$ cat src/rtl/core/hns_pkg.sv
package hns_pkg;

    localparam int NODES     = 16;
    localparam int IDX_W     = $clog2(NODES);
    localparam int CNT_W     = $clog2(NODES + 1);
    localparam int ID_W      = 16;
    localparam int LOAD_W    = 11;
    localparam int QLEN_W    = 16;
    localparam int RT_W      = 32;
    localparam int HCNT_W    = 7;
    localparam int DIV_W     = 64;
    localparam int DIV_CNT_W = $clog2(DIV_W);
    localparam int QDEPTH    = 2;
    localparam int QPTR_W    = (QDEPTH > 1) ? $clog2(QDEPTH) : 1;
    localparam int QCNT_W    = $clog2(QDEPTH + 1);

    localparam logic [1:0] OP_METRICS = 2'd0;
    localparam logic [1:0] OP_REPORT  = 2'd1;
    localparam logic [1:0] OP_SELECT  = 2'd2;

    localparam logic [2:0] MODE_LOAD  = 3'd1;
    localparam logic [2:0] MODE_LAT   = 3'd2;
    localparam logic [2:0] MODE_ADAPT = 3'd3;

    localparam logic [2:0] CFG_DEFAULT_MODE  = 3'd3;
    localparam logic [7:0] CFG_FAIL_LIMIT    = 8'd3;
    localparam logic [7:0] CFG_RECOVER_LIMIT = 8'd5;

    localparam logic [1:0] REG_DEFAULT_MODE  = 2'd0;
    localparam logic [1:0] REG_FAIL_LIMIT    = 2'd1;
    localparam logic [1:0] REG_RECOVER_LIMIT = 2'd2;

    localparam logic [15:0] AVAIL_ONE   = 16'hFFFF;
    localparam logic [15:0] AVAIL_MUL   = 16'd62259;
    localparam logic [31:0] AVAIL_ROUND = 32'd32768;
    localparam logic [16:0] AVAIL_BONUS = 17'd3277;
    localparam logic [63:0] LAT_NUM     = 64'd65536000000;
    localparam logic [63:0] LAT_BIAS    = 64'd1000000;
    localparam logic [16:0] LAT_NONE    = 17'd65536;
    localparam logic [16:0] LOAD_ONE    = 17'd65536;
    localparam logic [10:0] LOAD_FULL   = 11'd1024;

    typedef enum logic [1:0] {
        KIND_NONE    = 2'd0,
        KIND_METRICS = 2'd1,
        KIND_REPORT  = 2'd2,
        KIND_SELECT  = 2'd3
    } kind_t;

    typedef enum logic [1:0] {
        MTH_RR    = 2'd0,
        MTH_LOAD  = 2'd1,
        MTH_LAT   = 2'd2,
        MTH_ADAPT = 2'd3
    } method_t;

    typedef struct packed {
        kind_t              kind;
        method_t            method;
        logic [ID_W-1:0]    node;
        logic               success;
        logic [RT_W-1:0]    rtime;
        logic [LOAD_W-1:0]  cpu;
        logic [LOAD_W-1:0]  mem;
        logic [LOAD_W-1:0]  net;
        logic [QLEN_W-1:0]  qlen;
    } cmd_t;

    typedef struct packed {
        logic             start;
        logic [DIV_W-1:0] dividend;
        logic [DIV_W-1:0] divisor;
    } div_req_t;

    typedef struct packed {
        logic             done;
        logic [DIV_W-1:0] quo;
        logic [DIV_W-1:0] rem;
    } div_rsp_t;

    function automatic logic [LOAD_W-1:0] clamp_load(input logic [LOAD_W-1:0] v);
        return (v > LOAD_FULL) ? LOAD_FULL : v;
    endfunction

    // floor(v / 3) for v up to 3 * 2^16: reciprocal estimate, then one correction
    function automatic logic [16:0] div3(input logic [17:0] v);
        logic [33:0] p;
        logic [16:0] q;
        logic [18:0] r;
        p = 34'(v) * 34'd21845;
        q = p[32:16];
        r = 19'(v) - 19'(q) * 19'd3;
        if (r >= 19'd3) begin
            q = q + 17'd1;
        end
        return q;
    endfunction

endpackage

$ cat src/rtl/core/hns_fifo.sv
module hns_fifo (
    input  logic          aclk,
    input  logic          aresetn,
    input  logic          push,
    input  hns_pkg::cmd_t cmd_in,
    output logic          full,
    input  logic          pop,
    output logic          valid,
    output hns_pkg::cmd_t cmd_out
);
    import hns_pkg::*;

    cmd_t              mem_reg [QDEPTH];
    logic [QPTR_W-1:0] wr_ptr_reg;
    logic [QPTR_W-1:0] rd_ptr_reg;
    logic [QCNT_W-1:0] cnt_reg;

    function automatic logic [QPTR_W-1:0] bump(input logic [QPTR_W-1:0] p);
        return (p == QPTR_W'(QDEPTH - 1)) ? '0 : p + 1'b1;
    endfunction

    assign full    = (cnt_reg == QCNT_W'(QDEPTH));
    assign valid   = (cnt_reg != '0);
    assign cmd_out = mem_reg[rd_ptr_reg];

    always_ff @(posedge aclk) begin
        if (push) begin
            mem_reg[wr_ptr_reg] <= cmd_in;
        end
    end

    always_ff @(posedge aclk) begin
        if (!aresetn) begin
            wr_ptr_reg <= '0;
            rd_ptr_reg <= '0;
            cnt_reg    <= '0;
        end else begin
            if (push) begin
                wr_ptr_reg <= bump(wr_ptr_reg);
            end
            if (pop) begin
                rd_ptr_reg <= bump(rd_ptr_reg);
            end
            case ({push, pop})
                2'b10:   cnt_reg <= cnt_reg + 1'b1;
                2'b01:   cnt_reg <= cnt_reg - 1'b1;
                default: cnt_reg <= cnt_reg;
            endcase
        end
    end

endmodule

$ cat config.mk
export PLATFORM = sky130hd
export DESIGN_NAME = hns_fifo
export DESIGN_NICKNAME = d
export VERILOG_FILES = /design/src/rtl/core/hns_pkg.sv /design/src/rtl/core/hns_fifo.sv
export SDC_FILE = /design/constraint.sdc
export NUM_CORES = 1
export LEC_CHECK = 0
export BUFFER_PORTS_ARGS = -buffer_cell sky130_fd_sc_hd__clkbuf_2
export CAP_MARGIN = 15
export CORE_ASPECT_RATIO = 1.4
export CORE_MARGIN = 1.5
export CORE_UTILIZATION = 56
export DETAILED_ROUTE_END_ITERATION = 10
export PLACE_DENSITY_LB_ADDON = 0.05
export SLEW_MARGIN = 20
export SYNTH_ARGS = -nofsm -noshare
export SYNTH_HDL_FRONTEND = slang
export SYNTH_SLANG_ARGS = --single-unit
$ cat constraint.sdc
create_clock -name aclk -period 10 [get_ports aclk]
set_input_delay 0.5 -clock aclk [delete_from_list [all_inputs] [get_ports aclk]]
set_output_delay 0.5 -clock aclk [all_outputs]
set_load 0.02 [all_outputs]
; Yosys cells after proc, flatten, opt, wreduce, memory -nomap -nowiden
; Memories as Yosys holds them, arrays and structs flattened. A register that Yosys moved wholly into a read port is not among the register bits.
; Index checks and enable logic that the tools add are counted.
[totals]
reg_bits = 4
ram_bits = 204
inputBits = 106
out_inout_bits = 104
word_cells = 20
memories = 1
[classes]
n_addsub = 4
n_eq_ne = 3
n_mux = 7
reduce_logical = 2
[mem_list]
columns = memory, words, word_bits, read_ports, rd_ports_with_merged_regs, wr, line
row1 = mem_reg, 2, 102, 1, 1, 1, hns_fifo.sv:13  ; cmd_t mem_reg [QDEPTH];
[op_table]
columns = op, count
row1 = two-way mux 1 bit, 6
row2 = "equality test 2 bit, second input constant", 2
row3 = case mux 2 bit (2 select lines), 1
row4 = nonzero test 2 bit, 2
row5 = "adder 1 bit, second input constant", 2
row6 = "adder 2 x 1 -> 2 bit, second input constant", 1
row7 = "equality test 2 x 1 -> 1 bit, second input constant", 1
row8 = "subtractor 2 x 1 -> 2 bit, second input constant", 1

; Longest topological paths before layout
[depth]
word_depth = 4
ltp_mapped = 5

; Worst setup path after synthesis
; Ideal clock, no wire load.
[synth_path]
kind = input -> register
from = input push
to = memory mem_reg[0][0] (netlist name), enable pin
setup_ns = 0.568
arrival_ns = 4.862
t_required_ns = 9.432
setup_slack_ns = 4.570
cell_stages = 2
path_buffers = 0
cell_sequence = inv_1 nor2_1
[synth_via]
elab_chain_cells = 2
[synth_lines]
columns = item, line
row1 = from (decl), hns_fifo.sv:4  ; input logic push,
row2 = two-way mux 1 bit, hns_fifo.sv:27  ; if (push) begin
row3 = two-way mux 1 bit (implied by the code), hns_fifo.sv:28  ; mem_reg[wr_ptr_reg] <= cmd_in;
row4 = to (decl), hns_fifo.sv:13
; No other way between the ends.

==> run metrics <==
outcome completed; final WL 13.7 mm; placed wire-length estimate 9.14 mm; cell area after synthesis 7570 sq um; DP Area 8810 sq um; drt first-iter violations 141; max incr delay on CP 880 ps; root buffer cell clkbuf_16; Sink Count 209; core area 13,300 sq um; Worst-Skew Late Latency 480 ps; period utilization 0.306; die area 14,200 sq um; Mapped Avg Cell Area 22.3 sq um; # diodes 0; final count of negative-setup-slack endpoints 0; crit-path cells buf_4 -> mux2_2 -> clkbuf_2; number of synthesized flops with an enable pin about 200; via count about 3,900; critical path data arrival time 2560 ps; relative slew slack 0.271; Hold Path Class in2reg; wire per inst 18.1 um; fin crit period slightly above 3000 ps; Register Area 6230 sq um; top_reg_cell synth edfxtp_1; Num CTS Buffers 19; Filler Cells Inserted 950; Multi-input gate area 1270 sq um; Seq cells post-synth 209; VDD IR max 0.136 mV; static leakage 0.00359 uW; Routed Antenna Nets 0; chip height between 100 and 150 um; first-pass GRT wire length roughly 20 mm; Synth area leaders edfxtp_1 (81%), mux2_2 (15%), dfxtp_1 (1.3%), buf_4 (0.79%), and2_1 (0.33%); Worst Path Buf+Inv 2; nature of the critical path endpoint output pin; crit path max fanout 82; Design Area, Final 9440 sq um; RSZ-0062 raised after global routing no; power density over cell area 209 nW/um^2; setup_tns 0 ps; io pins 210; gpl congestion ~0.78; Max-cap violations 0; startpoint type of the worst setup path flip-flop; vias per cell 5.13; top cells by count, synth edfxtp_1 (204), mux2_2 (102), buf_4 (8), dfxtp_1 (5), and2_1 (4); largest net degree at the start of global routing 83; H-tree levels 1; cell with the largest stage delay on the worst path buf_4; Pre-antenna DRT Iters 6; number of flip-flops in the largest register 204; Final Hold Viols 0; Synth cell types 18; Synth area leader edfxtp_1; Max Slew Vio Count 0; Post-Syn Nets about 450; initial antenna violation count 0; Setup Skew 6.36 ps; FMAX approximately 330 MHz; Max clock buf depth 3; number of buffers added on ports ~210; cts repair resizes 0; DRC errors left 0; total track usage 0.192; top-count cell post-synth edfxtp_1; Synth Instances between 300 and 400; final net count 669; CTS tree yes; sequential area share after synthesis 0.823; WP data required 9500 ps; top cell type's share of synthesized area 0.809; delay-heaviest family, CP buffers and inverters; postcts setup bufs 0; Crit Path Class reg2out; Clock transition at path regs ~60 ps; min-delay src cmd_in[7]; gr ovfl total 0; initial core utilization 0.571; chip width 101 um; # hold bufs at CTS 0; FP Rows 50; worst r2r src wr_ptr_reg; Worst Tran Pin Value 1090 ps; share of synthesized registers carrying an async set or reset 0; setup slack, reg-to-reg 7860 ps; Layout Utilization 0.711; share of cells above drive strength 1 0.605; Yosys warning total 0; vias in the first global route 4,119; Area growth syn-to-layout 24.7%
[final timing paths]
kind,end,depth (start not counted)
min,mem_reg[0][7],1
max reg2reg,mem_reg[1][86],2
min reg2reg,cnt_reg[1],2
max,cmd_out[25],3
[area by class of cell]
class | instances | area share
sequential | 209 | 0.660
multi-input combinational | 118 | 0.135
clock buffer | 22 | 0.0516
tap | 182 | 0.0241
timing repair buffer | 213 | 0.114
inverter | 1 | 0.000398
clock inverter | 12 | 0.0146
[cells in the final DEF, fill, tap and decap left out]
| cell type | netlist | final |
|---|---|---|
| mux2_2 | 102 | 102 |
| clkbuf_1 | 0 | 3 |
| ha_1 | 1 | 1 |
| xor2_1 | 1 | 1 |
| clkbuf_2 | 0 | 209 |
| o21ai_0 | 1 | 1 |
| o21a_1 | 1 | 1 |
| nor2b_1 | 1 | 1 |
| clkbuf_16 | 0 | 19 |
| xnor2_1 | 2 | 2 |
| dfxtp_4 | 0 | 1 |
| inv_1 | 1 | 1 |
| clkinv_1 | 0 | 3 |
| clkinvlp_4 | 0 | 1 |
| and2b_2 | 1 | 1 |
| and2_1 | 4 | 3 |
| or2_2 | 1 | 1 |
| or3_1 | 1 | 1 |
| and2_4 | 0 | 1 |
| dfxtp_1 | 5 | 4 |
| edfxtp_1 | 204 | 204 |
| clkinv_2 | 0 | 4 |
| buf_4 | 8 | 4 |
| a21boi_1 | 1 | 1 |
| nor2_4 | 0 | 1 |
| bufinv_16 | 0 | 3 |
| inv_6 | 0 | 1 |
[layer usage]
layer / vias to the layer above / share of wire / track usage
li1: 1798 / - / -
met5: - / 0 / 0
met2: 150 / 0.54 / 0.347
met1: 1907 / 0.35 / 0.208
met3: 25 / 0.084 / 0.0589
met4: 0 / 0.024 / 0.0702
[power breakdown]
part / total [uW] / leakage (uW) / switching [uW] / internal, uW
Sequential: 1030 / 0.00196 / 13.9 / 1010
Combinational: 223 / 0.00133 / 132 / 90.8
Clock: 722 / 0.000305 / 294 / 428
Total: 1970 / 0.00359 / 440 / 1530
[logic make-up (layout without fill, tap and decap cells)]
family,after synthesis,in the layout,share of synthesized area
flip-flops,209,209,0.823
AND/OR/NAND/NOR,9,9,0.00744
buffers and inverters,12,248,0.0104
XOR/XNOR,3,3,0.00347
adder cells (fa/ha/maj),1,1,0.00165
multiplexers,102,102,0.152
AO/OA/AOI/OAI,3,3,0.00265
[through the flow]
step                      hold slack, ps  worst slack (ps)  power, uW  std cells
after floorplan                      461              4570       1190        339
after global placement               476              7460       1260        723
after detailed placement             515              7460       1270        723
after CTS                            187              6930       1990        757
after global routing                 184              6820       2040        757
final                                204              6940       1970        757
Power figures use the tool's default switching activity.
