==> config.mk <==
export PLATFORM = sky130hd
export DESIGN_NAME = hns_div
export DESIGN_NICKNAME = d
export VERILOG_FILES = /design/src/rtl/core/hns_pkg.sv /design/src/rtl/core/hns_div.sv
export SDC_FILE = /design/constraint.sdc
export NUM_CORES = 1
export LEC_CHECK = 0
export BUFFER_PORTS_ARGS = -buffer_cell sky130_fd_sc_hd__buf_2
export CORE_MARGIN = 5
export CORE_UTILIZATION = 25
export CTS_CLUSTER_DIAMETER = 200
export DETAILED_ROUTE_END_ITERATION = 8
export SETUP_SLACK_MARGIN = 0.1
export SYNTH_ARGS = -nofsm -noshare
export SYNTH_HDL_FRONTEND = slang
export SYNTH_SLANG_ARGS = --single-unit
==> constraint.sdc <==
create_clock -name aclk -period 4.5 [get_ports aclk]
set_input_delay 0 -clock aclk [delete_from_list [all_inputs] [get_ports aclk]]
set_output_delay 0 -clock aclk [all_outputs]
set_load 0.01 [all_outputs]
==> src/rtl/core/hns_pkg.sv <==
package hns_pkg;

    localparam int NODES     = 16;
    localparam int IDX_W     = $clog2(NODES);
    localparam int CNT_W     = $clog2(NODES + 1);
    localparam int ID_W      = 16;
    localparam int LOAD_W    = 11;
    localparam int QLEN_W    = 16;
    localparam int RT_W      = 32;
    localparam int HCNT_W    = 7;
    localparam int DIV_W     = 64;
    localparam int DIV_CNT_W = $clog2(DIV_W);
    localparam int QDEPTH    = 2;
    localparam int QPTR_W    = (QDEPTH > 1) ? $clog2(QDEPTH) : 1;
    localparam int QCNT_W    = $clog2(QDEPTH + 1);

    localparam logic [1:0] OP_METRICS = 2'd0;
    localparam logic [1:0] OP_REPORT  = 2'd1;
    localparam logic [1:0] OP_SELECT  = 2'd2;

    localparam logic [2:0] MODE_LOAD  = 3'd1;
    localparam logic [2:0] MODE_LAT   = 3'd2;
    localparam logic [2:0] MODE_ADAPT = 3'd3;

    localparam logic [2:0] CFG_DEFAULT_MODE  = 3'd3;
    localparam logic [7:0] CFG_FAIL_LIMIT    = 8'd3;
    localparam logic [7:0] CFG_RECOVER_LIMIT = 8'd5;

    localparam logic [1:0] REG_DEFAULT_MODE  = 2'd0;
    localparam logic [1:0] REG_FAIL_LIMIT    = 2'd1;
    localparam logic [1:0] REG_RECOVER_LIMIT = 2'd2;

    localparam logic [15:0] AVAIL_ONE   = 16'hFFFF;
    localparam logic [15:0] AVAIL_MUL   = 16'd62259;
    localparam logic [31:0] AVAIL_ROUND = 32'd32768;
    localparam logic [16:0] AVAIL_BONUS = 17'd3277;
    localparam logic [63:0] LAT_NUM     = 64'd65536000000;
    localparam logic [63:0] LAT_BIAS    = 64'd1000000;
    localparam logic [16:0] LAT_NONE    = 17'd65536;
    localparam logic [16:0] LOAD_ONE    = 17'd65536;
    localparam logic [10:0] LOAD_FULL   = 11'd1024;

    typedef enum logic [1:0] {
        KIND_NONE    = 2'd0,
        KIND_METRICS = 2'd1,
        KIND_REPORT  = 2'd2,
        KIND_SELECT  = 2'd3
    } kind_t;

    typedef enum logic [1:0] {
        MTH_RR    = 2'd0,
        MTH_LOAD  = 2'd1,
        MTH_LAT   = 2'd2,
        MTH_ADAPT = 2'd3
    } method_t;

    typedef struct packed {
        kind_t              kind;
        method_t            method;
        logic [ID_W-1:0]    node;
        logic               success;
        logic [RT_W-1:0]    rtime;
        logic [LOAD_W-1:0]  cpu;
        logic [LOAD_W-1:0]  mem;
        logic [LOAD_W-1:0]  net;
        logic [QLEN_W-1:0]  qlen;
    } cmd_t;

    typedef struct packed {
        logic             start;
        logic [DIV_W-1:0] dividend;
        logic [DIV_W-1:0] divisor;
    } div_req_t;

    typedef struct packed {
        logic             done;
        logic [DIV_W-1:0] quo;
        logic [DIV_W-1:0] rem;
    } div_rsp_t;

    function automatic logic [LOAD_W-1:0] clamp_load(input logic [LOAD_W-1:0] v);
        return (v > LOAD_FULL) ? LOAD_FULL : v;
    endfunction

    // floor(v / 3) for v up to 3 * 2^16: reciprocal estimate, then one correction
    function automatic logic [16:0] div3(input logic [17:0] v);
        logic [33:0] p;
        logic [16:0] q;
        logic [18:0] r;
        p = 34'(v) * 34'd21845;
        q = p[32:16];
        r = 19'(v) - 19'(q) * 19'd3;
        if (r >= 19'd3) begin
            q = q + 17'd1;
        end
        return q;
    endfunction

endpackage

==> src/rtl/core/hns_div.sv <==
module hns_div (
    input  logic              aclk,
    input  logic              aresetn,
    input  hns_pkg::div_req_t req,
    output hns_pkg::div_rsp_t rsp
);
    import hns_pkg::*;

    logic                 busy_reg;
    logic                 done_reg;
    logic [DIV_CNT_W-1:0] cnt_reg;
    logic [DIV_W-1:0]     quo_reg;
    logic [DIV_W-1:0]     rem_reg;
    logic [DIV_W-1:0]     dvs_reg;
    logic [DIV_W:0]       trial;
    logic [DIV_W:0]       diff;
    logic                 ge;

    // restoring division, one quotient bit per cycle
    assign trial = {rem_reg, quo_reg[DIV_W-1]};
    assign ge    = (trial >= {1'b0, dvs_reg});
    assign diff  = trial - {1'b0, dvs_reg};

    assign rsp.done = done_reg;
    assign rsp.quo  = quo_reg;
    assign rsp.rem  = rem_reg;

    always_ff @(posedge aclk) begin
        if (!aresetn) begin
            busy_reg <= 1'b0;
            done_reg <= 1'b0;
            cnt_reg  <= '0;
        end else begin
            done_reg <= 1'b0;
            if (req.start) begin
                busy_reg <= 1'b1;
                cnt_reg  <= '0;
                quo_reg  <= req.dividend;
                rem_reg  <= '0;
                dvs_reg  <= req.divisor;
            end else if (busy_reg) begin
                rem_reg <= ge ? diff[DIV_W-1:0] : trial[DIV_W-1:0];
                quo_reg <= {quo_reg[DIV_W-2:0], ge};
                cnt_reg <= cnt_reg + 1'b1;
                if (cnt_reg == DIV_CNT_W'(DIV_W - 1)) begin
                    busy_reg <= 1'b0;
                    done_reg <= 1'b1;
                end
            end
        end
    end

endmodule

# Word level (Yosys, flattened, before mapping)
# Cells that the tools add are included.
# classes
n_addsub	2
n_lt_le_gt_ge	1
eq_ne	1
muxes	8
bitwise_logic	2
n_reduce_logical	5
# ops
operator	count
$mux 64	4
$ge 65x64->1	1
$sub 64x64->64	1
$add 6x1->6 const B	1
$eq 6x6->1 const B	1
$mux 1	4
$reduce_and 2->1	2
$reduce_or 3->1	1
$not 1->1	2
$reduce_bool 2->1	1
$reduce_or 2->1	1
# word_totals
reg_bits	200
in_bits	131
out_inout_bits	129
word_cells	25

# Longest topological paths before layout
# logic_depth
word_depth	4
mapped_depth	14
mapped_depth_nobuf	12

# Worst setup path after synthesis
# Ideal clock, no wire load.
# synth_path
path_type	register to register
start	register busy_reg
end	register busy_reg
arrival_ns	3.913
required_time_ns	4.429
setup_slack_ns	0.517
stages_incl_launch_ff	4
period_less_slack_ns	3.983
cell_sequence	dfxtp_1 clkbuf_1 o21a_1 o41a_1
# synth_via
elab_chain_cells	2
# synth_lines
element	line_no	rtl
start, declared	hns_div.sv:9	logic busy_reg;
start signal, assigned	hns_div.sv:30	busy_reg <= 1'b0;
start signal, assigned	hns_div.sv:36	busy_reg <= 1'b1;
start signal, assigned	hns_div.sv:46	busy_reg <= 1'b0;
$mux 1	hns_div.sv:41	end else if (busy_reg) begin
$mux 1	hns_div.sv:35	if (req.start) begin
# No other way between the ends.
# A chain may end at the register's enable or synchronous reset.

# Final worst setup path
# layout_path
start	register rem_reg[19]
end	register rem_reg[22] (data pin)
# layout_via
elab_chain_cells	3
elab_cells_between_ends	4
cone_classes	add/sub (1); order compare (1); mux (2)
# layout_lines
element	line_no	rtl
start, declared	hns_div.sv:13	logic [DIV_W-1:0] rem_reg;
start signal, assigned	hns_div.sv:42	rem_reg <= ge ? diff[DIV_W-1:0] : trial[DIV_W-1:0];
$sub 64x64->64 or $ge 65x64->1 (tied branches)	hns_div.sv:22, hns_div.sv:21	
$mux 64 *	hns_div.sv:42	
$mux 64 *	hns_div.sv:41	
# Every way passes the cells marked *; elsewhere a longest branch is shown, timed or not. The select of a mux whose other input is x is not followed.

==> reports/qor_table.md <==
| Quantity | This run | Unit |
|:---|:---|:---|
| Outcome | finished clean | - |
| Number of instances resized during post-cts repair | 0 | - |
| Final Critical Period | 3.811 | ns |
| Post-synthesis cell count | 1198 | - |
| Largest net degree at the start of global routing | 72 | - |
| Height of the die | 231.5 | um |
| Critical path launch point type | register | - |
| Register area | 5926 | sq um |
| Clock-pin slew reported for the worst setup and hold paths after clock tree synthesis | 0.09 | ns |
| Crit Path Category | reg2reg | - |
| Number of input and output port buffers inserted | 259 | - |
| Summed instance area of the synthesized netlist | 12260 | sq um |
| Starting Density | 25.16 | % |
| Post-CTS Hold Buffers | 129 | - |
| Cell taking the most area after synthesis | sky130_fd_sc_hd__edfxtp_1 | - |
| Number of setup buffers added after CTS | 0 | - |
| Summed negative setup slack over all endpoints | 0 | ns |
| Leakage power figure | 6.535 | nW |
| Most frequent cell after synthesis | sky130_fd_sc_hd__edfxtp_1 | - |
| CTS sink count | 200 | - |
| Unrepaired setup endpoints after global routing | false | - |
| Number of routed nets with antenna violations | 0 | - |
| Final period util | 84.68 | % |
| Gr ovfl total | 0 | - |
| Final layout net count | 1746 | - |
| Proportion of layout cells with a drive suffix above 1 | 24.71 | % |
| Area occupied by multi-input gates | 5739 | sq um |
| Number of vias per cell after detailed routing | 4.743 | - |
| Arrival time worst endpoint | 4.02 | ns |
| Post-detailed-route wirelength per cell | 17.94 | um |
| Peak supply drop | 0.2872 | mV |
| Dominant register cell in the synthesized netlist | sky130_fd_sc_hd__edfxtp_1 | - |
| Library cells used by synthesis | 74 | - |
| Violation count after the first detailed-route iteration | 689 | - |
| Area share of the leading cell type in the synthesized netlist | 47.01 | % |
| Fraction of registers with async set/reset | 0 | % |
| Number of nets in the synthesized netlist | 1395 | - |
| Maximum level of the CTS H-tree | 4 | - |
| Floorplan die area | 53590 | sq um |
| Worst Path Required | 4.71 | ns |
| Via count | 10560 | - |
| Number of I/O pins | 260 | - |
| Cell types occupying the most area after synthesis | sky130_fd_sc_hd__edfxtp_1 47%, sky130_fd_sc_hd__ha_1 6.6%, sky130_fd_sc_hd__mux2_2 5.9% | - |
| Insertion delay of the later-clocked pin in the worst-skew pair | 0.49 | ns |
| Smallest setup slack after layout | 0.6892 | ns |
| Sequential cell area fraction in the yosys report | 48.32 | % |
| Most frequent cells after synthesis | 192 x sky130_fd_sc_hd__edfxtp_1, 150 x sky130_fd_sc_hd__nand2_1, 129 x sky130_fd_sc_hd__a21oi_1, 78 x sky130_fd_sc_hd__inv_1, 65 x sky130_fd_sc_hd__ha_1 | - |
| Number of maximum-capacitance constraint violations | 0 | - |
| Final number of max-transition violations | 0 | - |
| Syn_area_per_cell | 10.24 | sq um |
| Weighted congestion reported at the end of routability-driven placement | 0.9294 | - |
| Number of DRC violations after detailed routing | 0 | - |
| Clock buffer count from CTS | 17 | - |
| Placement Rows | 81 | - |
| Signed area change from the synthesized netlist to the final layout | 30.91 | % |
| Iteration count of the initial detailed-routing pass | 5 | - |
| Die span in x | 231.5 | um |
| Slew at the pin with the worst max-slew slack | 0.9364 | ns |
| Post-synthesis register bit count | 200 | - |
| Overall fraction of global-route tracks in use | 14.84 | % |
| Core region area | 48750 | sq um |
| EDFF count, synth | 192 | - |
| Finished Core Util | 32.94 | % |
| Number of fillers in the final layout | 4965 | - |
| Final clock skew | 0.01420 | ns |
| Worst Path Max Fanout | 33 | - |
| Number of antenna violations at the first check in global routing | 1 | - |
| DP Worst Slack | 0.7227 | ns |
| Detailed-route wire length | 39960 | um |
| Hold Vio Cnt, Final | 0 | - |
| Worst slew margin | 37.57 | % |
| Vias in the first global route | 10840 | - |
| Endpoint kind of the worst setup timing path | register | - |
| Hold Path Class | in2reg | - |
| Maximum frequency from static timing analysis | 262.4 | MHz |
| Clock tree from TritonCTS | yes | - |
| Total half-perimeter wirelength after legalization and detailed placement | 29530 | um |
| Total of warnings raised by yosys | 0 | - |
| Final setup vio count | 0 | - |
| Max clock buf depth | 2 | - |
| Global-route wire length before repair | 62570 | um |
| Cell area power density | 358.1 | nW/um^2 |
| Clock Tree Root | sky130_fd_sc_hd__clkbuf_16 | - |
## metrics by stage
| step | hold slack [ns] | instance area, sq um | total power (W) | cells |
|---|---|---|---|---|
| 4_1_cts | 0.1644 | 16050 | 0.005816 | 2226 |
| 3_3_place_gp | 0.1778 | 14170 | 0.004079 | 2065 |
| 3_5_place_dp | 0.1781 | 14170 | 0.004091 | 2065 |
| 2_1_floorplan | 0.09887 | 12260 | 0.003577 | 1198 |
| 5_1_grt | 0.1957 | 16060 | 0.006096 | 2227 |
| 6_report | 0.2189 | 16060 | 0.005749 | 2227 |
## metal layers
metal  share of wire [%]  global-route usage [%]  vias up
li1                    -                       -     5125
met1                  44                   18.61     5035
met2                  47                   24.36      352
met3                 6.5                   4.496       51
met4                 2.5                   5.145        0
met5                   0                       0        -
## path summary, 6_finish.rpt
kind / startpoint / slack [ns] / endpoint / cells past startpoint
worst max-delay path: rem_reg[19] / 0.69 / rem_reg[22] / 11
worst min register to register: cnt_reg[5] / 0.50 / cnt_reg[5] / 2
worst max register to register: rem_reg[19] / 0.69 / rem_reg[22] / 11
worst min-delay path: req[14] / 0.22 / dvs_reg[14] / 2
## worst max-delay path, stage by stage (launching register included)
cell,delay [ns]
sky130_fd_sc_hd__edfxtp_1,0.42
sky130_fd_sc_hd__ha_1,0.42
sky130_fd_sc_hd__a21oi_1,0.27
sky130_fd_sc_hd__o21ai_0,0.18
sky130_fd_sc_hd__a32oi_1,0.32
sky130_fd_sc_hd__o211ai_1,0.17
sky130_fd_sc_hd__o21ai_2,0.33
sky130_fd_sc_hd__o211ai_2,0.15
sky130_fd_sc_hd__nand2_2,0.54
sky130_fd_sc_hd__buf_4,0.44
sky130_fd_sc_hd__nand4bb_1,0.18
sky130_fd_sc_hd__a21oi_1,0.08
## cells in the final DEF, fill, tap and decap left out, types with 22 or more instances in the layout
master | Yosys | routed
sky130_fd_sc_hd__nand3_1 | 22 | 22
sky130_fd_sc_hd__ha_1 | 65 | 65
sky130_fd_sc_hd__dlygate4sd3_1 | 0 | 129
sky130_fd_sc_hd__nand2_1 | 150 | 150
sky130_fd_sc_hd__xnor2_1 | 24 | 24
sky130_fd_sc_hd__inv_1 | 78 | 78
sky130_fd_sc_hd__xor2_1 | 28 | 28
sky130_fd_sc_hd__o21ai_0 | 44 | 44
sky130_fd_sc_hd__mux2_2 | 64 | 64
sky130_fd_sc_hd__buf_2 | 34 | 258
sky130_fd_sc_hd__nand4_1 | 31 | 31
sky130_fd_sc_hd__edfxtp_1 | 192 | 192
sky130_fd_sc_hd__nor2_1 | 63 | 63
sky130_fd_sc_hd__a21o_1 | 28 | 28
sky130_fd_sc_hd__a21oi_1 | 129 | 129
## report_power, final
| group | leakage, nW | switching, W | internal [W] |
|---|---|---|---|
| combinational | 4.34 | 0.00109 | 0.000725 |
| sequential | 1.90 | 0.0000931 | 0.00224 |
| clock | 0.288 | 0.000810 | 0.000787 |
| total | 6.53 | 0.00199 | 0.00375 |
## area by class of cell
| cell class | count | area share (%) |
|---|---|---|
| clock buffers | 17 | 2.650 |
| repair buffers | 397 | 16.63 |
| inverters | 79 | 1.847 |
| diodes | 1 | 0.01559 |
| clock inverters | 15 | 1.029 |
| well taps | 664 | 5.175 |
| multi-input cells | 854 | 35.75 |
| flip-flops and latches | 200 | 36.91 |
## cell families after synthesis
kind of cell	share of synthesized area, %
AND/OR/NAND/NOR	13.16
AO/OA/AOI/OAI	17.01
flip-flops	48.32
buffers and inverters	4.968
multiplexers	6.040
adder cells (fa/ha/maj)	6.795
XOR/XNOR	3.714
No activity file was read; power rests on OpenSTA's default activity.
