==> config.mk <==
export PLATFORM = sky130hd
export DESIGN_NAME = hns_front
export DESIGN_NICKNAME = d
export VERILOG_FILES = /design/src/rtl/core/hns_pkg.sv /design/src/rtl/core/hns_front.sv
export SDC_FILE = /design/constraint.sdc
export NUM_CORES = 1
export LEC_CHECK = 0
export BUFFER_PORTS_ARGS = -buffer_cell sky130_fd_sc_hd__buf_2
export CAP_MARGIN = 20
export CORE_MARGIN = 5
export CORE_UTILIZATION = 38
export DETAILED_ROUTE_END_ITERATION = 12
export PLACE_DENSITY = 0.76
export SETUP_SLACK_MARGIN = 0.2
export SKIP_CTS_REPAIR_TIMING = 1
export SLEW_MARGIN = 20
export SYNTH_ARGS = -nofsm -noshare
export SYNTH_HDL_FRONTEND = slang
export SYNTH_SLANG_ARGS = --single-unit
==> constraint.sdc <==
create_clock -name aclk -period 3.3 [get_ports aclk]
set_clock_uncertainty 0.2 [all_clocks]
set_input_delay 0.495 -clock aclk [delete_from_list [all_inputs] [get_ports aclk]]
set_output_delay 0.495 -clock aclk [all_outputs]
set_load 0.01 [all_outputs]
==> src/rtl/core/hns_pkg.sv <==
package hns_pkg;

    localparam int NODES     = 16;
    localparam int IDX_W     = $clog2(NODES);
    localparam int CNT_W     = $clog2(NODES + 1);
    localparam int ID_W      = 16;
    localparam int LOAD_W    = 11;
    localparam int QLEN_W    = 16;
    localparam int RT_W      = 32;
    localparam int HCNT_W    = 7;
    localparam int DIV_W     = 64;
    localparam int DIV_CNT_W = $clog2(DIV_W);
    localparam int QDEPTH    = 2;
    localparam int QPTR_W    = (QDEPTH > 1) ? $clog2(QDEPTH) : 1;
    localparam int QCNT_W    = $clog2(QDEPTH + 1);

    localparam logic [1:0] OP_METRICS = 2'd0;
    localparam logic [1:0] OP_REPORT  = 2'd1;
    localparam logic [1:0] OP_SELECT  = 2'd2;

    localparam logic [2:0] MODE_LOAD  = 3'd1;
    localparam logic [2:0] MODE_LAT   = 3'd2;
    localparam logic [2:0] MODE_ADAPT = 3'd3;

    localparam logic [2:0] CFG_DEFAULT_MODE  = 3'd3;
    localparam logic [7:0] CFG_FAIL_LIMIT    = 8'd3;
    localparam logic [7:0] CFG_RECOVER_LIMIT = 8'd5;

    localparam logic [1:0] REG_DEFAULT_MODE  = 2'd0;
    localparam logic [1:0] REG_FAIL_LIMIT    = 2'd1;
    localparam logic [1:0] REG_RECOVER_LIMIT = 2'd2;

    localparam logic [15:0] AVAIL_ONE   = 16'hFFFF;
    localparam logic [15:0] AVAIL_MUL   = 16'd62259;
    localparam logic [31:0] AVAIL_ROUND = 32'd32768;
    localparam logic [16:0] AVAIL_BONUS = 17'd3277;
    localparam logic [63:0] LAT_NUM     = 64'd65536000000;
    localparam logic [63:0] LAT_BIAS    = 64'd1000000;
    localparam logic [16:0] LAT_NONE    = 17'd65536;
    localparam logic [16:0] LOAD_ONE    = 17'd65536;
    localparam logic [10:0] LOAD_FULL   = 11'd1024;

    typedef enum logic [1:0] {
        KIND_NONE    = 2'd0,
        KIND_METRICS = 2'd1,
        KIND_REPORT  = 2'd2,
        KIND_SELECT  = 2'd3
    } kind_t;

    typedef enum logic [1:0] {
        MTH_RR    = 2'd0,
        MTH_LOAD  = 2'd1,
        MTH_LAT   = 2'd2,
        MTH_ADAPT = 2'd3
    } method_t;

    typedef struct packed {
        kind_t              kind;
        method_t            method;
        logic [ID_W-1:0]    node;
        logic               success;
        logic [RT_W-1:0]    rtime;
        logic [LOAD_W-1:0]  cpu;
        logic [LOAD_W-1:0]  mem;
        logic [LOAD_W-1:0]  net;
        logic [QLEN_W-1:0]  qlen;
    } cmd_t;

    typedef struct packed {
        logic             start;
        logic [DIV_W-1:0] dividend;
        logic [DIV_W-1:0] divisor;
    } div_req_t;

    typedef struct packed {
        logic             done;
        logic [DIV_W-1:0] quo;
        logic [DIV_W-1:0] rem;
    } div_rsp_t;

    function automatic logic [LOAD_W-1:0] clamp_load(input logic [LOAD_W-1:0] v);
        return (v > LOAD_FULL) ? LOAD_FULL : v;
    endfunction

    // floor(v / 3) for v up to 3 * 2^16: reciprocal estimate, then one correction
    function automatic logic [16:0] div3(input logic [17:0] v);
        logic [33:0] p;
        logic [16:0] q;
        logic [18:0] r;
        p = 34'(v) * 34'd21845;
        q = p[32:16];
        r = 19'(v) - 19'(q) * 19'd3;
        if (r >= 19'd3) begin
            q = q + 17'd1;
        end
        return q;
    endfunction

endpackage

==> src/rtl/core/hns_front.sv <==
module hns_front (
    input  logic                     aclk,
    input  logic                     aresetn,
    input  logic                     s_valid,
    output logic                     s_ready,
    input  logic [1:0]               s_op,
    input  logic [15:0]              s_node,
    input  logic                     s_success,
    input  logic [31:0]              s_response_time,
    input  logic [10:0]              s_cpu_load,
    input  logic [10:0]              s_mem_load,
    input  logic [10:0]              s_net_load,
    input  logic [15:0]              s_queue_len,
    input  logic signed [3:0]        s_mode,
    input  logic [2:0]               default_mode,
    input  logic                     q_full,
    output logic                     q_push,
    output hns_pkg::cmd_t            q_cmd
);
    import hns_pkg::*;

    logic       fr_valid_reg;
    cmd_t       fr_cmd_reg;
    cmd_t       cls;
    logic [2:0] mbits;

    // classify: resolve the method and clamp the load figures up front
    always_comb begin
        mbits = s_mode[3] ? default_mode : 3'(s_mode[2:0]);
        cls.node    = s_node;
        cls.success = s_success;
        cls.rtime   = s_response_time;
        cls.cpu     = clamp_load(s_cpu_load);
        cls.mem     = clamp_load(s_mem_load);
        cls.net     = clamp_load(s_net_load);
        cls.qlen    = s_queue_len;
        case (mbits)
            MODE_LOAD:  cls.method = MTH_LOAD;
            MODE_LAT:   cls.method = MTH_LAT;
            MODE_ADAPT: cls.method = MTH_ADAPT;
            default:    cls.method = MTH_RR;
        endcase
        case (s_op)
            OP_METRICS: cls.kind = (s_node != '0) ? KIND_METRICS : KIND_NONE;
            OP_REPORT:  cls.kind = (s_node != '0) ? KIND_REPORT : KIND_NONE;
            OP_SELECT:  cls.kind = KIND_SELECT;
            default:    cls.kind = KIND_NONE;
        endcase
    end

    assign s_ready = !fr_valid_reg || !q_full;
    assign q_push  = fr_valid_reg && !q_full;
    assign q_cmd   = fr_cmd_reg;

    always_ff @(posedge aclk) begin
        if (!aresetn) begin
            fr_valid_reg <= 1'b0;
        end else if (s_valid && s_ready) begin
            fr_valid_reg <= 1'b1;
            fr_cmd_reg   <= cls;
        end else if (q_push) begin
            fr_valid_reg <= 1'b0;
        end
    end

endmodule

== Yosys cells after proc, flatten, opt, wreduce, memory -nomap -nowiden ==
Index checks and enable logic that the tools add are counted.

* Order comparisons: 3
* Equality and inequality tests: 5
* Multiplexer cells: 7
* Reductions and logical operators: 9

{| class="wikitable"
|+ Operator list
! cell !! number
|-
| > comparator 11 bit (second input constant) || 3
|-
| nonzero test 16 bit || 1
|-
| one-hot mux 2 bit (3 select lines) || 2
|-
| == test 3 x 2 -> 1 bit (second input constant) || 2
|-
| == test 3 x 1 -> 1 bit (second input constant) || 1
|-
| 2-to-1 mux 1 bit || 3
|-
| 2-to-1 mux 3 bit || 1
|-
| == test 2 x 1 -> 1 bit (second input constant) || 1
|-
| == test 2 bit (second input constant) || 1
|-
| logical AND 1 bit || 2
|-
| zero test 1 bit || 2
|-
| zero test 2 bit || 1
|-
| 2-to-1 mux 2 bit || 1
|-
| AND reduction 2 bit || 1
|-
| nonzero test 2 bit || 1
|-
| logical OR 1 bit || 1
|}

* Register bits after elaboration: 103
* Input port bits: 111
* Output and inout bits: 104
* Word-level logic and storage cells: 34

== Depth between registers and ports, before layout ==
* Depth in word-level cells: 4
* Gate-level depth with buffers: 3
* Depth with buffers taken out: 3

== Least setup slack after synthesis ==
No wires, ideal clock.

* Path kind: input port to flip-flop
* Start point: input q_full
* End point: register fr_cmd_reg, in the netlist q_cmd[0] (enable)
* Setup time: 473 ps
* Arrival: 3,045 ps
* Required time: 2,627 ps
* Setup slack: -419 ps
* Stages on the path: 2
* Path through: nand2_1 > and3_1

* Cells in the longest elaborated chain, start to end: 4

{| class="wikitable"
|+ Ends and longest elaborated chain
! item !! line !! text
|-
| from (decl) || hns_front.sv:16 || <nowiki>input logic q_full,</nowiki>
|-
| zero test 1 bit || hns_front.sv:51 || <nowiki>assign s_ready = !fr_valid_reg || !q_full;</nowiki>
|-
| logical OR 1 bit || hns_front.sv:51 ||
|-
| logical AND 1 bit || hns_front.sv:58 || <nowiki>end else if (s_valid && s_ready) begin</nowiki>
|-
| AND reduction 2 bit (no source line) || -- ||
|-
| to (signal assigned) || hns_front.sv:60 || <nowiki>fr_cmd_reg <= cls;</nowiki>
|-
| to (decl) || hns_front.sv:23 || <nowiki>cmd_t fr_cmd_reg;</nowiki>
|}

Every way passes these cells.
A chain may end at the register's enable or synchronous reset.

== Worst setup path after layout ==
* Start point: register fr_valid_reg
* End point: register fr_cmd_reg, in the netlist q_cmd[54] (enable)

* Cells in the longest elaborated chain, start to end: 4

{| class="wikitable"
|+ Ends and longest elaborated chain
! item !! line !! text
|-
| from (decl) || hns_front.sv:22 || <nowiki>logic fr_valid_reg;</nowiki>
|-
| from (signal assigned) || hns_front.sv:57 || <nowiki>fr_valid_reg <= 1'b0;</nowiki>
|-
| from (signal assigned) || hns_front.sv:59 || <nowiki>fr_valid_reg <= 1'b1;</nowiki>
|-
| from (signal assigned) || hns_front.sv:62 || <nowiki>fr_valid_reg <= 1'b0;</nowiki>
|-
| zero test 1 bit || hns_front.sv:51 ||
|-
| logical OR 1 bit || hns_front.sv:51 ||
|-
| logical AND 1 bit || hns_front.sv:58 ||
|-
| AND reduction 2 bit (no source line) || -- ||
|}

Every way passes these cells.

==> results.md <==
- Final net count: 489
- Register share of total power: 62.7%
- Max transition margin: 73.2%
- Number of buffers added by the clock tree synthesis step: 9
- Clock Tree Buf Depth: 2
- Total GRT Usage: 14.0%
- Hold_ws: 0.103 ns
- Unrepaired setup endpoints after global routing: no
- Diode count: 0
- R2R Path Start: fr_valid_reg
- Setup slack after placement: 1.19 ns
- Wire length of the first global-routing pass: 12,000 um
- Max FO, Critical Path: 29
- Slowest Stage Delay on Critical Path: 0.45 ns
- Setup crit end kind: flip-flop
- Slew of the pin with the lowest slew margin: 0.402 ns
- Count of antenna-violating nets left after detailed routing: 0
- Combined area of all synthesized cells: 3400 sq um
- Horizontal extent of the die: 105 um
- Max IR drop VDD: 0.242 mV
- Maximum achievable frequency: 561 MHz
- Slack of the critical path: 1.52 ns
- Post-detailed-route via-to-cell ratio: 4.51
- Placed instance count: 475
- Placed wire-length estimate after detailed placement: 6070 um
- Synthesized instance count: 157
- Area Overhead vs Synth: 40.8%
- Fin. Hold Viols: 0
- Count of input and output buffers: 214
- Cell at the slowest stage of the critical path: sky130_fd_sc_hd__and3_4
- Power per cell area: 506 nW/um^2
- Initial core utilization: 39.0%
- Routed WL per cell: 16.0 um
- Final setup viols: 0
- Final routed DRC violation total: 0
- Net count after synthesis: 268
- Number of distinct library cells after synthesis: 13
- Final critical-path required period: 1.78 ns
- Layout cells sized above 1: 60.6%
- Count of filler cells inserted in the layout: 728
- Sequential share of the synthesized area: 90.6%
- Worst hold-check path type: in -> reg
- Share of power burned in the clock network: 28.8%
- Insertion delay to the later sink of the worst-skew pair: 0.35 ns
- Count of boundary I/O pins: 215
- Vias in the first global route: 2,375
- Critical path class: reg -> reg
- Pin count of the biggest net entering global routing: 52
- Reported leakage power: 2.01 nW
- Critical path capture point: q_cmd[54]
- Register bit total from synthesis: 103
- Source of the critical timing path: fr_valid_reg
- Post-route fraction of the period consumed by the critical path: 54.0%
- P_sw: 543 uW
- Relative contribution of combinational cells to total power: 8.5%
- Max-slew violations: 0
- Total grt overflow: 0
- Cell internal power dissipation: 1.88 mW
- Number of flip-flops in the largest register: 102
- Drt pass-1 iters: 3
- DRT Wirelength: 7830 um
- Routability-driven placement congestion ratio: 0.741
- Number of stages on the worst setup path: 3
- Sink Count: 103
- Post-Route Setup TNS: 0 ns
- Initial antenna violation count: 1
- Per-instance average area after synthesis: 21.7 sq um
- Logic depth of the worst register-to-register path: 3
- Outcome: complete, no violations
- Die outline height: 105 um
- Violation count after the first detailed-routing iteration: 56
- Cell depth of the worst min-delay path: 1
- Count of yosys warnings during synthesis: 0
- Floorplan die area: 10,900 sq um
- TritonCTS clock tree: done
- Switching power share of the total: 22.4%
- Cells traversed along the worst timing path: nand2_1, and3_4, buf_4
- Top cell family by delay on the critical path: simple AND/OR/NAND/NOR gates
- Buffers and inverters on the worst path: 1
- Launching element type of the critical path: flip-flop
- Count of non-filler cells in the finished layout: 491
- Max cap viols: 0
- H-Tree Level Count: 3
- Worst Path Required: 3.13 ns
- Clock-pin slew on the worst setup and hold paths: 0.10 ns
- Reg-to-reg endpoint: q_cmd[54]
- Row count: 34
- Number of vias in the routed layout: 2,216
- Arrival time of data at the critical path endpoint: 1.61 ns
- Setup slack of the most critical reg-to-reg path: 1.52 ns
- Finished Core Util: 54.9%
- Core area: 8720 sq um
- Clk root buf: sky130_fd_sc_hd__clkbuf_8
## area by class of cell
| type | count | area [sq um] | area share [%] |
|---|---|---|---|
| Sequential cell | 103 | 3080 | 64.4 |
| Tap cell | 108 | 135 | 2.82 |
| Timing Repair Buffer | 216 | 1100 | 22.9 |
| Clock buffer | 9 | 124 | 2.59 |
| Multi-Input combinational cell | 48 | 303 | 6.32 |
| Clock inverter | 7 | 47.5 | 0.992 |
## per-layer routing
metal | up-vias | track usage, % | part of all wire [%]
met5 | - | 0 | 0.24
met4 | 2 | 6.30 | 2.7
met3 | 20 | 7.52 | 12
met2 | 135 | 23.7 | 49
met1 | 1026 | 14.4 | 35
li1 | 1033 | - | -
## worst min-delay path by stage
stage,startpoint,end,slack [ns]
floorplan,fr_valid_reg,fr_valid_reg,0.29
global placement,fr_valid_reg,fr_valid_reg,0.31
detailed placement,fr_valid_reg,fr_valid_reg,0.33
CTS,s_queue_len[4],q_cmd[4],0.08
global route,s_queue_len[12],q_cmd[12],0.07
finish,s_queue_len[4],q_cmd[4],0.10
## power by group through the flow
stage / Combinational, mW / Clock (mW) / Sequential, mW
after floorplan: 0.0441 / 0 / 1.58
after global placement: 0.204 / 0 / 1.55
after detailed placement: 0.211 / 0 / 1.55
after CTS: 0.211 / 0.731 / 1.52
after global routing: 0.227 / 0.773 / 1.52
final: 0.207 / 0.698 / 1.52
## cells by family after synthesis
group	share of synthesized area [%]
compound gates	0.956
xor+xnor	0.257
buf+inv	0.662
flops	90.6
simple gates	7.54
## placed cells by master (no fill, tap or decap)
cell and instances:
sky130_fd_sc_hd__xnor2_1 1, sky130_fd_sc_hd__clkbuf_8 9, sky130_fd_sc_hd__a21oi_1 3, sky130_fd_sc_hd__clkinv_2 2, sky130_fd_sc_hd__buf_2 214, sky130_fd_sc_hd__a22o_1 2
sky130_fd_sc_hd__nor2b_1 33, sky130_fd_sc_hd__nor4_1 3, sky130_fd_sc_hd__nor3_1 1, sky130_fd_sc_hd__buf_4 1, sky130_fd_sc_hd__dfxtp_1 1, sky130_fd_sc_hd__clkinv_1 1
sky130_fd_sc_hd__and3_4 1, sky130_fd_sc_hd__clkinvlp_4 1, sky130_fd_sc_hd__buf_12 1, sky130_fd_sc_hd__inv_6 2, sky130_fd_sc_hd__clkinv_4 1, sky130_fd_sc_hd__nand2_1 1
sky130_fd_sc_hd__nor2_1 2, sky130_fd_sc_hd__edfxtp_1 102, sky130_fd_sc_hd__and4_1 1
## worst register-to-register path, stage by stage, from the launching register on
cell,delay [ns]
sky130_fd_sc_hd__dfxtp_1,0.33
sky130_fd_sc_hd__nand2_1,0.08
sky130_fd_sc_hd__and3_4,0.45
sky130_fd_sc_hd__buf_4,0.39
## synth_stat cells
master,instances,area share [%]
sky130_fd_sc_hd__nor3_1,1,0.15
sky130_fd_sc_hd__and3_1,1,0.18
sky130_fd_sc_hd__clkbuf_1,6,0.66
sky130_fd_sc_hd__a22o_1,2,0.51
sky130_fd_sc_hd__a21oi_1,3,0.44
sky130_fd_sc_hd__edfxtp_1,102,90
sky130_fd_sc_hd__nor4_1,3,0.55
sky130_fd_sc_hd__nor2_1,2,0.22
sky130_fd_sc_hd__nor2b_1,33,6.1
sky130_fd_sc_hd__nand2_1,1,0.11
sky130_fd_sc_hd__xnor2_1,1,0.26
sky130_fd_sc_hd__dfxtp_1,1,0.59
sky130_fd_sc_hd__and4_1,1,0.26
## metrics by stage
stage	power, mW	instance area [sq um]
after global routing	2.52	4790
final	2.42	4790
after detailed placement	1.76	4620
after floorplan	1.63	3400
after CTS	2.46	4790
after global placement	1.75	4620
Note: power is estimated with default switching activity, not from simulation.
